## config.mk

```make
export PLATFORM = sky130hd
export DESIGN_NAME = buffer_pool_frame_directory_top
export DESIGN_NICKNAME = d
export VERILOG_FILES = /design/src/rtl/core/bpfd_pkg.sv /design/src/rtl/core/bpfd_scan.sv /design/src/rtl/core/buffer_pool_frame_directory_top.sv
export SDC_FILE = /design/constraint.sdc
export NUM_CORES = 2
export LEC_CHECK = 0
export BUFFER_PORTS_ARGS = -buffer_cell sky130_fd_sc_hd__clkbuf_2
export CAP_MARGIN = 20
export CORE_MARGIN = 5
export CORE_UTILIZATION = 56
export CTS_CLUSTER_SIZE = 10
export DETAILED_ROUTE_END_ITERATION = 10
export PLACE_DENSITY = 0.85
export SETUP_SLACK_MARGIN = 0.15
export SLEW_MARGIN = 10
export SYNTH_ARGS = -nofsm -noshare
export SYNTH_HDL_FRONTEND = slang
export SYNTH_SLANG_ARGS = --single-unit
```

## constraint.sdc

```tcl
create_clock -name clk_i -period 6.6 [get_ports clk_i]
set_input_delay 0.33 -clock clk_i [delete_from_list [all_inputs] [get_ports clk_i]]
set_output_delay 0.33 -clock clk_i [all_outputs]
set_load 0.02 [all_outputs]
```

## src/rtl/core/bpfd_pkg.sv

```systemverilog
package bpfd_pkg;

  localparam int unsigned PageW  = 24;
  localparam int unsigned PinW   = 8;
  localparam int unsigned StampW = 32;
  localparam int unsigned TotW   = 32;
  localparam int unsigned MaxRsp = 16;

  localparam logic [2:0] REQ_PIN   = 3'd0;
  localparam logic [2:0] REQ_UNPIN = 3'd1;
  localparam logic [2:0] REQ_DIRTY = 3'd2;
  localparam logic [2:0] REQ_FORCE = 3'd3;
  localparam logic [2:0] REQ_FLUSH = 3'd4;

  localparam logic [1:0] ST_OK       = 2'd0;
  localparam logic [1:0] ST_MISSING  = 2'd1;
  localparam logic [1:0] ST_NO_VICT  = 2'd2;

  localparam logic [0:0] REG_MODE   = 1'b0;
  localparam logic [0:0] REG_FRAMES = 1'b1;

  localparam logic [PinW-1:0]   PIN_MAX = '1;
  localparam logic [TotW-1:0]   TOT_MAX = '1;

  typedef struct packed {
    logic [2:0]       req_type;
    logic [PageW-1:0] page_number;
  } req_t;

  typedef struct packed {
    logic [3:0]       frame_index;
    logic [1:0]       status;
    logic             was_hit;
    logic             fetch_page;
    logic             write_back;
    logic [PageW-1:0] write_page_number;
    logic [TotW-1:0]  read_total;
    logic [TotW-1:0]  write_total;
    logic             last;
  } rsp_t;

  typedef struct packed {
    logic [PageW-1:0]  page;
    logic [PinW-1:0]   pin;
    logic              dirty;
    logic [StampW-1:0] stamp;
  } entry_t;

  typedef struct packed {
    logic              hit_found;
    logic [7:0]        hit_idx;
    logic              empty_found;
    logic [7:0]        empty_idx;
    logic              lru_found;
    logic [7:0]        lru_idx;
    logic [StampW-1:0] lru_stamp;
    logic              ffhi_found;
    logic [7:0]        ffhi_idx;
    logic              fflo_found;
    logic [7:0]        fflo_idx;
  } scan_t;

endpackage

```

## src/rtl/core/bpfd_scan.sv

```systemverilog
module bpfd_scan
  import bpfd_pkg::*;
(
  input  logic             clk_i,
  input  logic             rst_ni,
  input  logic             clr_i,
  input  logic             en_i,
  input  logic [7:0]       idx_i,
  input  logic             vld_i,
  input  entry_t           ent_i,
  input  logic [PageW-1:0] page_i,
  input  logic [7:0]       start_i,
  output scan_t            res_o
);

  scan_t             res_q, res_d;
  logic              unpinned;
  logic [StampW-1:0] stamp;

  assign unpinned = !vld_i || (ent_i.pin == '0);
  assign stamp    = vld_i ? ent_i.stamp : '0;

  always_comb begin
    res_d = res_q;
    if (clr_i) begin
      res_d = '0;
    end else if (en_i) begin
      if (vld_i && (ent_i.page == page_i) && !res_q.hit_found) begin
        res_d.hit_found = 1'b1;
        res_d.hit_idx   = idx_i;
      end
      if (!vld_i && !res_q.empty_found) begin
        res_d.empty_found = 1'b1;
        res_d.empty_idx   = idx_i;
      end
      // strict compare keeps the lowest index on a tie
      if (unpinned && (!res_q.lru_found || (stamp < res_q.lru_stamp))) begin
        res_d.lru_found = 1'b1;
        res_d.lru_idx   = idx_i;
        res_d.lru_stamp = stamp;
      end
      if (unpinned && (idx_i >= start_i) && !res_q.ffhi_found) begin
        res_d.ffhi_found = 1'b1;
        res_d.ffhi_idx   = idx_i;
      end
      if (unpinned && !res_q.fflo_found) begin
        res_d.fflo_found = 1'b1;
        res_d.fflo_idx   = idx_i;
      end
    end
  end

  always_ff @(posedge clk_i or negedge rst_ni) begin
    if (!rst_ni) begin
      res_q <= '0;
    end else begin
      res_q <= res_d;
    end
  end

  assign res_o = res_q;

endmodule

```

## src/rtl/core/buffer_pool_frame_directory_top.sv

```systemverilog
// Channel | Dir | Signals                        | Beat
// req     | in  | req_valid_i, req_ready_o, req_i | one request
// rsp     | out | rsp_valid_o, rsp_ready_i, rsp_o | one result
// cfg     | in  | psel, penable, pwrite, paddr... | one register access
// A request with n active frames makes one memory read per frame through the single read
// port, then a read of the chosen frame and a write to it unless the result is an error.
// Flush reads each active frame in turn, cleaning dirty unpinned ones; a stall holds it.
// Reset clears valid bits and counters, presets the registers; no clearing pass is needed.
// A full result register stalls the sequencer; one new request is taken per
// finished request, also while the last result still waits.
module buffer_pool_frame_directory_top
  import bpfd_pkg::*;
#(
  parameter int unsigned NUM_FRAMES = 16
) (
  input  logic        clk_i,
  input  logic        rst_ni,
  input  logic        req_valid_i,
  output logic        req_ready_o,
  input  req_t        req_i,
  output logic        rsp_valid_o,
  input  logic        rsp_ready_i,
  output rsp_t        rsp_o,
  input  logic        psel,
  input  logic        penable,
  input  logic        pwrite,
  input  logic [2:0]  paddr,
  input  logic [31:0] pwdata,
  output logic [31:0] prdata,
  output logic        pready
);

  localparam int unsigned IW = (NUM_FRAMES > 1) ? $clog2(NUM_FRAMES) : 1;
  localparam int unsigned CW = $clog2(NUM_FRAMES + 1);
  localparam logic [8:0]  NF9 = 9'(NUM_FRAMES);

  localparam logic [3:0] S_IDLE  = 4'd0;
  localparam logic [3:0] S_SCAN  = 4'd1;
  localparam logic [3:0] S_DRAIN = 4'd2;
  localparam logic [3:0] S_PICK  = 4'd3;
  localparam logic [3:0] S_ACT   = 4'd4;
  localparam logic [3:0] S_FRD   = 4'd5;
  localparam logic [3:0] S_FCHK  = 4'd6;
  localparam logic [3:0] S_FEND  = 4'd7;

  logic [3:0]        state_q, state_d;
  logic              mode_q;
  logic [4:0]        fiu_q;
  logic [CW-1:0]     n_q;
  logic [8:0]        n9;
  req_t              req_q;
  logic [CW-1:0]     scan_q, scan_d;
  logic [IW-1:0]     lp_q, lp_d;
  logic [IW-1:0]     start_q;
  logic [IW-1:0]     tgt_q, tgt_d;
  logic              hit_q, hit_d, none_q, none_d, evict_q, evict_d;
  logic [StampW-1:0] stamp_ctr_q, stamp_ctr_d;
  logic [TotW-1:0]   reads_q, reads_d, writes_q, writes_d;
  logic [4:0]        cnt_q, cnt_d;
  logic              hold_vld_q, hold_vld_d;
  rsp_t              hold_q, hold_d;
  logic              out_vld_q, out_vld_d;
  rsp_t              out_q, out_d;
  logic              out_free;

  entry_t            mem [NUM_FRAMES];
  logic [NUM_FRAMES-1:0] valid_q;
  logic              rd_en;
  logic [IW-1:0]     rd_addr;
  entry_t            rdata_q;
  logic [IW-1:0]     rd_idx_q;
  logic              cmp_en_q;
  logic              we;
  logic [IW-1:0]     wa;
  entry_t            wd;
  entry_t            ent;
  logic              ent_vld;

  scan_t             scan_res;
  logic              scan_clr;
  logic              cfg_we;
  logic [StampW-1:0] stamp_next;
  logic [IW-1:0]     vict_nxt;
  logic              cand;

  assign pready = 1'b1;
  assign cfg_we = psel && penable && pwrite && pready;
  assign prdata = (paddr[2] == REG_FRAMES) ? {27'd0, fiu_q} : {31'd0, mode_q};

  always_comb begin
    if (fiu_q == 5'd0) begin
      n9 = 9'd1;
    end else if ({4'd0, fiu_q} > NF9) begin
      n9 = NF9;
    end else begin
      n9 = {4'd0, fiu_q};
    end
  end

  always_ff @(posedge clk_i or negedge rst_ni) begin
    if (!rst_ni) begin
      mode_q <= 1'b0;
      fiu_q  <= 5'd16;
      n_q    <= '0;
    end else begin
      if (cfg_we && (paddr[2] == REG_MODE)) begin
        mode_q <= pwdata[0];
      end
      if (cfg_we && (paddr[2] == REG_FRAMES)) begin
        fiu_q <= pwdata[4:0];
      end
      n_q <= n9[CW-1:0];
    end
  end

  always_ff @(posedge clk_i) begin
    if (we) begin
      mem[wa] <= wd;
    end
    if (rd_en) begin
      rdata_q <= mem[rd_addr];
    end
  end

  always_ff @(posedge clk_i or negedge rst_ni) begin
    if (!rst_ni) begin
      valid_q  <= '0;
      rd_idx_q <= '0;
      cmp_en_q <= 1'b0;
    end else begin
      if (we) begin
        valid_q[wa] <= 1'b1;
      end
      if (rd_en) begin
        rd_idx_q <= rd_addr;
      end
      cmp_en_q <= (state_q == S_SCAN);
    end
  end

  // frames never written read as the reset entry
  assign ent_vld = valid_q[rd_idx_q];
  assign ent     = ent_vld ? rdata_q : '0;

  assign scan_clr = req_valid_i && req_ready_o;

  bpfd_scan u_scan (
    .clk_i   (clk_i),
    .rst_ni  (rst_ni),
    .clr_i   (scan_clr),
    .en_i    (cmp_en_q),
    .idx_i   (8'(rd_idx_q)),
    .vld_i   (ent_vld),
    .ent_i   (rdata_q),
    .page_i  (req_q.page_number),
    .start_i (8'(start_q)),
    .res_o   (scan_res)
  );

  assign req_ready_o = (state_q == S_IDLE);
  assign out_free    = !out_vld_q || rsp_ready_i;
  assign rsp_valid_o = out_vld_q;
  assign rsp_o       = out_q;
  assign stamp_next  = (stamp_ctr_q == '1) ? stamp_ctr_q : stamp_ctr_q + 1'b1;
  assign vict_nxt    = ({1'b0, tgt_q} + 1'b1 == {1'b0, n_q[IW-1:0]}) ||
                       (CW'(tgt_q) + 1'b1 == n_q) ? '0 : tgt_q + 1'b1;
  assign cand = ent_vld && (ent.pin == '0) && ent.dirty;

  always_comb begin
    state_d     = state_q;
    scan_d      = scan_q;
    lp_d        = lp_q;
    tgt_d       = tgt_q;
    hit_d       = hit_q;
    none_d      = none_q;
    evict_d     = evict_q;
    stamp_ctr_d = stamp_ctr_q;
    reads_d     = reads_q;
    writes_d    = writes_q;
    cnt_d       = cnt_q;
    hold_vld_d  = hold_vld_q;
    hold_d      = hold_q;
    out_vld_d   = out_vld_q && !rsp_ready_i;
    out_d       = out_q;
    rd_en       = 1'b0;
    rd_addr     = scan_q[IW-1:0];
    we          = 1'b0;
    wa          = tgt_q;
    wd          = ent;

    unique case (state_q)
      S_IDLE: begin
        scan_d     = '0;
        cnt_d      = '0;
        hold_vld_d = 1'b0;
        if (req_valid_i) begin
          priority if (req_i.req_type == REQ_FLUSH) begin
            state_d = S_FRD;
          end else if (req_i.req_type > REQ_FLUSH) begin
            state_d = S_IDLE;
          end else begin
            state_d = S_SCAN;
          end
        end
      end
      S_SCAN: begin
        rd_en  = 1'b1;
        scan_d = scan_q + 1'b1;
        if (scan_q + 1'b1 == n_q) begin
          state_d = S_DRAIN;
        end
      end
      S_DRAIN: begin
        state_d = S_PICK;
      end
      S_PICK: begin
        hit_d   = scan_res.hit_found;
        evict_d = 1'b0;
        none_d  = 1'b0;
        tgt_d   = IW'(scan_res.hit_idx);
        if (req_q.req_type == REQ_PIN && !scan_res.hit_found) begin
          priority if (scan_res.empty_found) begin
            tgt_d = IW'(scan_res.empty_idx);
          end else if (mode_q) begin
            evict_d = scan_res.lru_found;
            none_d  = !scan_res.lru_found;
            tgt_d   = IW'(scan_res.lru_idx);
          end else if (scan_res.ffhi_found) begin
            evict_d = 1'b1;
            tgt_d   = IW'(scan_res.ffhi_idx);
          end else begin
            evict_d = scan_res.fflo_found;
            none_d  = !scan_res.fflo_found;
            tgt_d   = IW'(scan_res.fflo_idx);
          end
        end else if (!scan_res.hit_found) begin
          none_d = 1'b1;
        end
        rd_en   = 1'b1;
        rd_addr = tgt_d;
        state_d = S_ACT;
      end
      S_ACT: begin
        if (out_free) begin
          out_vld_d = 1'b1;
          out_d     = '0;
          out_d.last = 1'b1;
          state_d   = S_IDLE;
          if (none_q) begin
            out_d.status = (req_q.req_type == REQ_PIN) ? ST_NO_VICT : ST_MISSING;
          end else begin
            out_d.frame_index = 4'(tgt_q);
            we = 1'b1;
            unique case (req_q.req_type)
              REQ_PIN: begin
                stamp_ctr_d = stamp_next;
                if (hit_q) begin
                  out_d.was_hit = 1'b1;
                  if (ent.pin != PIN_MAX) begin
                    wd.pin = ent.pin + 1'b1;
                  end
                  if (mode_q) begin
                    wd.stamp = stamp_next;
                  end
                end else begin
                  out_d.fetch_page = 1'b1;
                  wd.page  = req_q.page_number;
                  wd.pin   = 8'd1;
                  wd.dirty = 1'b0;
                  if (mode_q) begin
                    wd.stamp = stamp_next;
                  end
                  if (reads_q != TOT_MAX) begin
                    reads_d = reads_q + 1'b1;
                  end
                  if (ent_vld && ent.dirty) begin
                    out_d.write_back        = 1'b1;
                    out_d.write_page_number = ent.page;
                    if (writes_q != TOT_MAX) begin
                      writes_d = writes_q + 1'b1;
                    end
                  end
                  if (evict_q && !mode_q) begin
                    lp_d = vict_nxt;
                  end
                end
              end
              REQ_UNPIN: begin
                if (ent.pin != '0) begin
                  wd.pin = ent.pin - 1'b1;
                end
              end
              REQ_DIRTY: begin
                wd.dirty = 1'b1;
              end
              default: begin
                wd.dirty                = 1'b0;
                out_d.write_back        = 1'b1;
                out_d.write_page_number = ent.page;
                if (writes_q != TOT_MAX) begin
                  writes_d = writes_q + 1'b1;
                end
              end
            endcase
          end
          out_d.read_total  = reads_d;
          out_d.write_total = writes_d;
        end
      end
      S_FRD: begin
        if (scan_q == n_q || cnt_q == 5'(MaxRsp)) begin
          state_d = S_FEND;
        end else begin
          rd_en   = 1'b1;
          state_d = S_FCHK;
        end
      end
      S_FCHK: begin
        if (!cand) begin
          scan_d  = scan_q + 1'b1;
          state_d = S_FRD;
        end else if (!hold_vld_q || out_free) begin
          // release the held beat, keep this one until the next is known
          if (hold_vld_q) begin
            out_vld_d = 1'b1;
            out_d     = hold_q;
          end
          we       = 1'b1;
          wa       = rd_idx_q;
          wd.dirty = 1'b0;
          if (writes_q != TOT_MAX) begin
            writes_d = writes_q + 1'b1;
          end
          hold_vld_d = 1'b1;
          hold_d     = '0;
          hold_d.frame_index       = 4'(rd_idx_q);
          hold_d.write_back        = 1'b1;
          hold_d.write_page_number = ent.page;
          hold_d.read_total        = reads_q;
          hold_d.write_total       = writes_d;
          cnt_d   = cnt_q + 1'b1;
          scan_d  = scan_q + 1'b1;
          state_d = S_FRD;
        end
      end
      S_FEND: begin
        if (out_free) begin
          out_vld_d = 1'b1;
          if (hold_vld_q) begin
            out_d = hold_q;
          end else begin
            out_d             = '0;
            out_d.read_total  = reads_q;
            out_d.write_total = writes_q;
          end
          out_d.last = 1'b1;
          hold_vld_d = 1'b0;
          state_d    = S_IDLE;
        end
      end
      default: begin
        state_d = S_IDLE;
      end
    endcase
  end

  always_ff @(posedge clk_i or negedge rst_ni) begin
    if (!rst_ni) begin
      state_q     <= S_IDLE;
      scan_q      <= '0;
      lp_q        <= '0;
      start_q     <= '0;
      tgt_q       <= '0;
      hit_q       <= 1'b0;
      none_q      <= 1'b0;
      evict_q     <= 1'b0;
      stamp_ctr_q <= '0;
      reads_q     <= '0;
      writes_q    <= '0;
      cnt_q       <= '0;
      hold_vld_q  <= 1'b0;
      out_vld_q   <= 1'b0;
    end else begin
      state_q     <= state_d;
      scan_q      <= scan_d;
      lp_q        <= lp_d;
      tgt_q       <= tgt_d;
      hit_q       <= hit_d;
      none_q      <= none_d;
      evict_q     <= evict_d;
      stamp_ctr_q <= stamp_ctr_d;
      reads_q     <= reads_d;
      writes_q    <= writes_d;
      cnt_q       <= cnt_d;
      hold_vld_q  <= hold_vld_d;
      out_vld_q   <= out_vld_d;
      // use the live frame count, a write just before the request may not be in n_q yet
      if (scan_clr) begin
        start_q <= (9'(lp_q) < n9) ? lp_q : '0;
      end
    end
  end

  always_ff @(posedge clk_i) begin
    if (scan_clr) begin
      req_q <= req_i;
    end
    hold_q <= hold_d;
    out_q  <= out_d;
  end

endmodule

```

# ---- Word level (Yosys, flattened, before mapping)
# Memory sizes are Yosys's and may differ from the RTL's. A register that Yosys moved wholly into a read port is not among the register bits.
# Cells that the tools add are included.
dict set report op_classes {
  mul 0
  n_bitwise 4
  muxes 115
  shifts 0
  eq_ne 29
  add_sub_neg 9
  order_cmp 8
  div 0
  n_reduce_logical 70
}
# op count
set ops {}
lappend ops {{98-bit two-way mux} 6}
lappend ops {{32-bit two-way mux} 17}
lappend ops {{98-bit case mux with 3 select lines} 1}
lappend ops {{65-bit two-way mux} 3}
lappend ops {{77-bit two-way mux} 2}
lappend ops {{32-bit case mux with 2 select lines} 2}
lappend ops {{32-bit by 1-bit adder with 32-bit output (second input constant)} 3}
lappend ops {{4-bit two-way mux} 16}
lappend ops {{32-bit inequality test (second input constant)} 2}
lappend ops {{25-bit case mux with 2 select lines} 1}
lappend ops {{24-bit two-way mux} 2}
lappend ops {{9-bit two-way mux} 5}
lappend ops {{41-bit two-way mux} 1}
lappend ops {{32-bit equality test (second input constant)} 1}
lappend ops {{32-bit < comparator} 1}
lappend ops {{1-bit two-way mux} 31}
lappend ops {{5-bit two-way mux} 6}
lappend ops {{4-bit case mux with 7 select lines} 1}
lappend ops {{27-bit two-way mux} 1}
lappend ops {{26-bit two-way mux} 1}
lappend ops {{25-bit two-way mux} 1}
lappend ops {{24-bit equality test} 1}
lappend ops {{8-bit two-way mux} 3}
lappend ops {{1-bit logical AND} 19}
lappend ops {{49 further kinds} 108}
dict set report totals {
  out_inout_bits 133
  latchBits 0
  ram_bits 1040
  in_bits 69
  ff_bits 433
  n_memories 1
  rom_bits 0
  wordCells 282
}
# memory depth width rd rd_ports_with_merged_regs write_ports line_no
set memory_table {}
lappend memory_table {mem 16 65 1 1 1 buffer_pool_frame_directory_top.sv:66} ;# entry_t mem [NUM_FRAMES];

# ---- Logic depth before layout (Yosys ltp)
dict set report depth {
  depth_word 13
  mapped_depth 17
  ltp_nobuf 13
}

# ---- Cells and area by module
# From an unflattened synthesis, not the netlist that was laid out.
dict set report hier_totals {
  hier_cells 4877
  hier_area_um2 66214.8
}
# module seq_area_each_um2 cells_each area_per_inst_um2 instances
set by_module_without_submodules {}
lappend by_module_without_submodules {buffer_pool_frame_directory_top 43653.1 4349 61504.0 1}
lappend by_module_without_submodules {bpfd_scan 1926.8 528 4710.8 1}

# ---- Worst setup path after synthesis
# No wires, ideal clock.
dict set report synth_timing {
  path_type {register -> register}
  from {register rd_idx_q[0]}
  to {memory mem[15][0] (netlist bit), enable pin}
  synth_period_minus_slack_ps 6131
  t_arrival_ps 5641
  required_time_ps 6111
  n_path_buf 4
  slack_ps 469
  stages_incl_launch_ff 14
  setup_time_ps 489
  cell_sequence {dfrtp_1 buf_6 mux4_2 o22ai_2 o32ai_2 buf_4 clkbuf_1 nand2_1 ha_1 and4_1 and3_1 buf_2 mux2_2 nor2_1}
}
dict set report synth_between {
  elab_chain_cells 10
  elab_cells_between_ends 13
  cone_classes {10 x mux; 3 x reduce/logical}
}
# element line_no
set synth_rtl {}
lappend synth_rtl {{start: declaration} buffer_pool_frame_directory_top.sv:71} ;# logic [IW-1:0] rd_idx_q;
lappend synth_rtl {{start signal: assignment} buffer_pool_frame_directory_top.sv:135} ;# rd_idx_q <= rd_addr;
lappend synth_rtl {{1-bit binary-select mux with 4-bit select} buffer_pool_frame_directory_top.sv:142} ;# assign ent_vld = valid_q[rd_idx_q];
lappend synth_rtl {{1-bit two-way mux (implied by the code)} buffer_pool_frame_directory_top.sv:142}
lappend synth_rtl {{65-bit two-way mux} buffer_pool_frame_directory_top.sv:143} ;# assign ent = ent_vld ? rdata_q : '0;
lappend synth_rtl {{8-bit zero test} buffer_pool_frame_directory_top.sv:167} ;# assign cand = ent_vld && (ent.pin == '0) && ent.dirty;
lappend synth_rtl {{1-bit logical AND (2 in series)} buffer_pool_frame_directory_top.sv:167}
lappend synth_rtl {{1-bit two-way mux} buffer_pool_frame_directory_top.sv:319} ;# if (!cand) begin
lappend synth_rtl {{1-bit case mux with 2 select lines} buffer_pool_frame_directory_top.sv:191} ;# unique case (state_q)
lappend synth_rtl {{1-bit two-way mux} buffer_pool_frame_directory_top.sv:117} ;# if (we) begin
lappend synth_rtl {{1-bit two-way mux (implied by the code)} buffer_pool_frame_directory_top.sv:118} ;# mem[wa] <= wd;
lappend synth_rtl {{end: declaration} buffer_pool_frame_directory_top.sv:66}
# Parallel ways exist; a longest one is shown, timed or not. The select of a mux whose other input is x is not followed.

# ---- Final worst setup path
dict set report layout_timing {
  from {register rd_idx_q[0]}
  to {register u_scan.res_q (netlist bit u_scan.res_o[50])}
}
dict set report layout_between {
  elab_chain_cells 8
  elab_cells_between_ends 13
  cone_classes {1 x order compare; 6 x mux; 6 x reduce/logical}
}
# element line_no
set layout_rtl {}
lappend layout_rtl {{1-bit binary-select mux with 4-bit select} buffer_pool_frame_directory_top.sv:142}
lappend layout_rtl {{1-bit two-way mux (implied by the code)} buffer_pool_frame_directory_top.sv:142}
lappend layout_rtl {{32-bit two-way mux} bpfd_scan.sv:21} ;# assign stamp = vld_i ? ent_i.stamp : '0;
lappend layout_rtl {{32-bit < comparator} bpfd_scan.sv:37} ;# if (unpinned && (!res_q.lru_found || (stamp < res_q.lru_stamp))) begin
lappend layout_rtl {{1-bit logical OR} bpfd_scan.sv:37}
lappend layout_rtl {{1-bit logical AND} bpfd_scan.sv:37}
lappend layout_rtl {{2-bit nonzero test (no source line)} -}
lappend layout_rtl {{2-bit AND reduction (no source line)} -}
lappend layout_rtl {{end signal: assignment} bpfd_scan.sv:57} ;# res_q <= res_d;
lappend layout_rtl {{end: declaration} bpfd_scan.sv:16} ;# scan_t res_q, res_d;
# Parallel ways exist; a longest one is shown, timed or not. The select of a mux whose other input is x is not followed.
# A chain may end at the register's enable or synchronous reset.

==> impl_metrics.json <==
{
  "p_total_mw": 33.7,
  "grt_max_degree": 127,
  "r2r_start": "rd_idx_q[0]$_DFFE_PN0P_",
  "dr_wl_met2_um": 85700,
  "cts_root_buf": "clkbuf_16",
  "synthesis.area_mm2": 0.0667,
  "synth_compound_area_share_pct": 13.3,
  "min_period_ps": 5030,
  "yosysSeqAreaShare_pct": 67.6,
  "crit_required_ps": 7290,
  "io_pins": 202,
  "cts_max_path_buffers": 3,
  "drt-initial-drc-count": 6952,
  "die_w_um": 355,
  "whs_path_depth": 4,
  "synth_xor_area_share_pct": 2.48,
  "drv_slew": 0,
  "cts.sinks": 1537,
  "vias": 46752,
  "cts.clk_slew.worst_paths_ps": 50,
  "yosysMostFrequentCell": "edfxtp_1",
  "whs_endpoint": "mode_q$_DFFE_PN0P_",
  "ir_worst_vdd_mv": 0.590,
  "powerDensity_mw_per_mm2": 452,
  "first_global_vias": 46553,
  "synth_top_family_by_area": "compound AO/OA/AOI/OAI gates",
  "end_kind": "flip-flop",
  "wire_per_inst_um": 26.7,
  "synth_top_cell_area_share_pct": 59.5,
  "netlist_top_cells_area": "edfxtp_1, dfrtp_1, a32oi_1",
  "synth_edf_count": 1322,
  "viasPerCell": 6.91,
  "grt_antenna_before_repair": 0,
  "synth-seq-cells": 1537,
  "synth_ff_type": "edfxtp_1",
  "cap_violations": 0,
  "fin_tns_setup_ps": 0,
  "core_area_mm2": 0.118,
  "reg2reg_depth": 14,
  "hold_viol": 0,
  "hp-start": "paddr[2]",
  "grt_overflow": 0,
  "wl_met1_um": 62800,
  "top_layer_used": "met4",
  "cts-resized-gates": 0,
  "die_area_mm2": 0.126,
  "drive_gt1_share_pct": 12.5,
  "drtAntennaViolNets": 0,
  "clock_skew_ps": 55.2,
  "totalWireLength_um": 181000,
  "synth_adder_area_share_pct": 0.881,
  "worstPathMaxFanout": 37,
  "synthCells": 5012,
  "dp_hpwl_um": 96100,
  "ys_warn_count": 0,
  "power_leakage_nw": 25.2,
  "numCtsBuffers": 173,
  "rrSetupSlack_ps": 1570,
  "avgSynthCellArea_um2": 13.3,
  "rsz0062_at_grt": "no",
  "rows": 126,
  "firstDrtPassIters": 10,
  "drc": 0,
  "dr_wl_met3_um": 23400,
  "holdBufCountCts": 36,
  "gp_congestion": 0.890,
  "synth_common_cells": "edfxtp_1, nand2_1, nand3_1",
  "fin_nets": 5223,
  "post-route-period-util_pct": 76.1,
  "worst_slew_margin_rel_pct": 19.0,
  "diodes": 0,
  "grt.total_usage_pct": 28.0,
  "start_util_pct": 56.4,
  "worstSetupPathType": "reg2reg",
  "yosys.area_share.simple_pct": 9.67,
  "portBuffers": 144,
  "hold_class": "in2reg",
  "post_cts_buffers": 0,
  "synthMuxAreaShare_pct": 2.81,
  "clock_latency_ps": 800,
  "yosysTopAreaCell": "edfxtp_1",
  "dieHeight_um": 355,
  "ys_types": 100,
  "htreeDepth": 4,
  "grt_first_pass_wirelength_um": 275000,
  "arrival_ps": 5710,
  "cp-start-kind": "flip-flop",
  "num-fill-cells": 7934,
  "fmax_ghz": 0.199,
  "cts_tree": "done",
  "async_flop_share_pct": 14.0,
  "area_delta_synth_final_pct": 11.7,
  "r2r_end": "u_scan.res_o[50]$_DFFE_PN0P_",
  "setup-violations-final": 0,
  "tightest_slew_ps": 1210,
  "hold_slack_ps": 81.0,
  "status": "finished clean"
}
==> logic make-up after synthesis <==
family,after synthesis
compound gates,1231
xor+xnor,189
fa+ha+maj,47
buf+inv,494
flops,1537
mux,165
other cells,2
simple gates,1347
==> per-stage QoR <==
stage	worst slack, ps	cell area, um2	util [%]	cells
floorplan	469	66800	-	5038
global placement	1850	69100	58.4	6423
detailed placement	1600	69100	58.4	6425
CTS	1630	74500	63.0	6755
global route	1300	74500	63.0	6762
finish	1570	74500	63.0	6762
==> worst max path at each step <==
stage / startpoint / end / slack (ps) / cells past startpoint
CTS: rd_idx_q[0]$_DFFE_PN0P_ / u_scan.res_o[49]$_DFFE_PN0P_ / 1630 / 14
finish: rd_idx_q[0]$_DFFE_PN0P_ / u_scan.res_o[50]$_DFFE_PN0P_ / 1570 / 14
global route: rd_idx_q[0]$_DFFE_PN0P_ / u_scan.res_o[44]$_DFFE_PN0P_ / 1300 / 14
global placement: rd_idx_q[0]$_DFFE_PN0P_ / u_scan.res_o[36]$_DFFE_PN0P_ / 1850 / 14
detailed placement: rd_idx_q[0]$_DFFE_PN0P_ / u_scan.res_o[49]$_DFFE_PN0P_ / 1600 / 14
floorplan: rd_idx_q[0]$_DFFE_PN0P_ / mem[15][0]$_DFFE_PP_ / 470 / 13
==> worst max-delay path: stages (launching register included) <==
cell,delay [ps]
dfrtp_1,790
mux4_2,600
o22ai_2,250
o32ai_4,160
buf_4,310
and2_1,270
ha_1,320
o221ai_1,240
a21oi_1,60
o21a_1,220
nor4_1,510
nand4b_1,260
o221ai_4,220
buf_4,420
mux2i_1,260
==> where the power goes <==
group          internal, mW  switching, mW  leakage, nW  total [mW]
logic                  3.29           7.55         7.88        10.8
clock network          4.95           3.77         2.40        8.71
registers              13.4          0.707         15.0        14.1
==> final cells by class <==
class	instances	area (um2)	area share (%)
Clock buffer	278	4780	6.41
Sequential cell	1537	45100	60.5
Timing Repair Buffer	311	2340	3.14
Clock inverter	16	270	0.363
Tap cell	1536	1920	2.58
Inverter	77	290	0.389
Multi-Input combinational cell	3007	19900	26.7
==> placed cells by master, fill, tap and decap left out, types with 16 or more instances in the layout <==
master	n
edfxtp_1	1322
nand2_1	456
nand3_1	327
a32oi_1	252
dfrtp_1	214
o21ai_0	213
a21oi_1	201
nor2_1	183
clkbuf_16	175
clkbuf_2	143
xnor2_1	121
buf_4	109
clkbuf_1	102
a22o_1	94
mux2_2	78
and2_1	76
a211o_1	75
inv_1	74
o22ai_1	74
o221ai_1	69
xor2_1	68
a22oi_1	64
mux2i_1	63
nor3_1	57
and3_1	52
ha_1	47
nand4_1	45
a211oi_1	38
dlygate4sd3_1	36
conb_1	28
buf_12	21
nor2_4	20
mux2_4	20
nor2b_1	17
a311oi_1	17
a31oi_1	17
nor4_1	16
==> flip-flops by register name (all words and copies together), names as in the netlist, 27 cells and up <==
name / count
req_q: 27
hold_q: 92
rdata_q: 65
reads_q: 32
mem: 1040
rsp_o: 98
writes_q: 32
stamp_ctr_q: 32
u_scan.res_o: 57
==> metal layers <==
| metal | up-vias | GRT usage [%] |
|---|---|---|
| li1 | 19549 | - |
| met1 | 22574 | 36.2 |
| met2 | 3851 | 45.2 |
| met3 | 778 | 6.66 |
| met4 | 0 | 13.5 |
| met5 | - | 0 |
No activity file was read; power rests on OpenSTA's default activity.
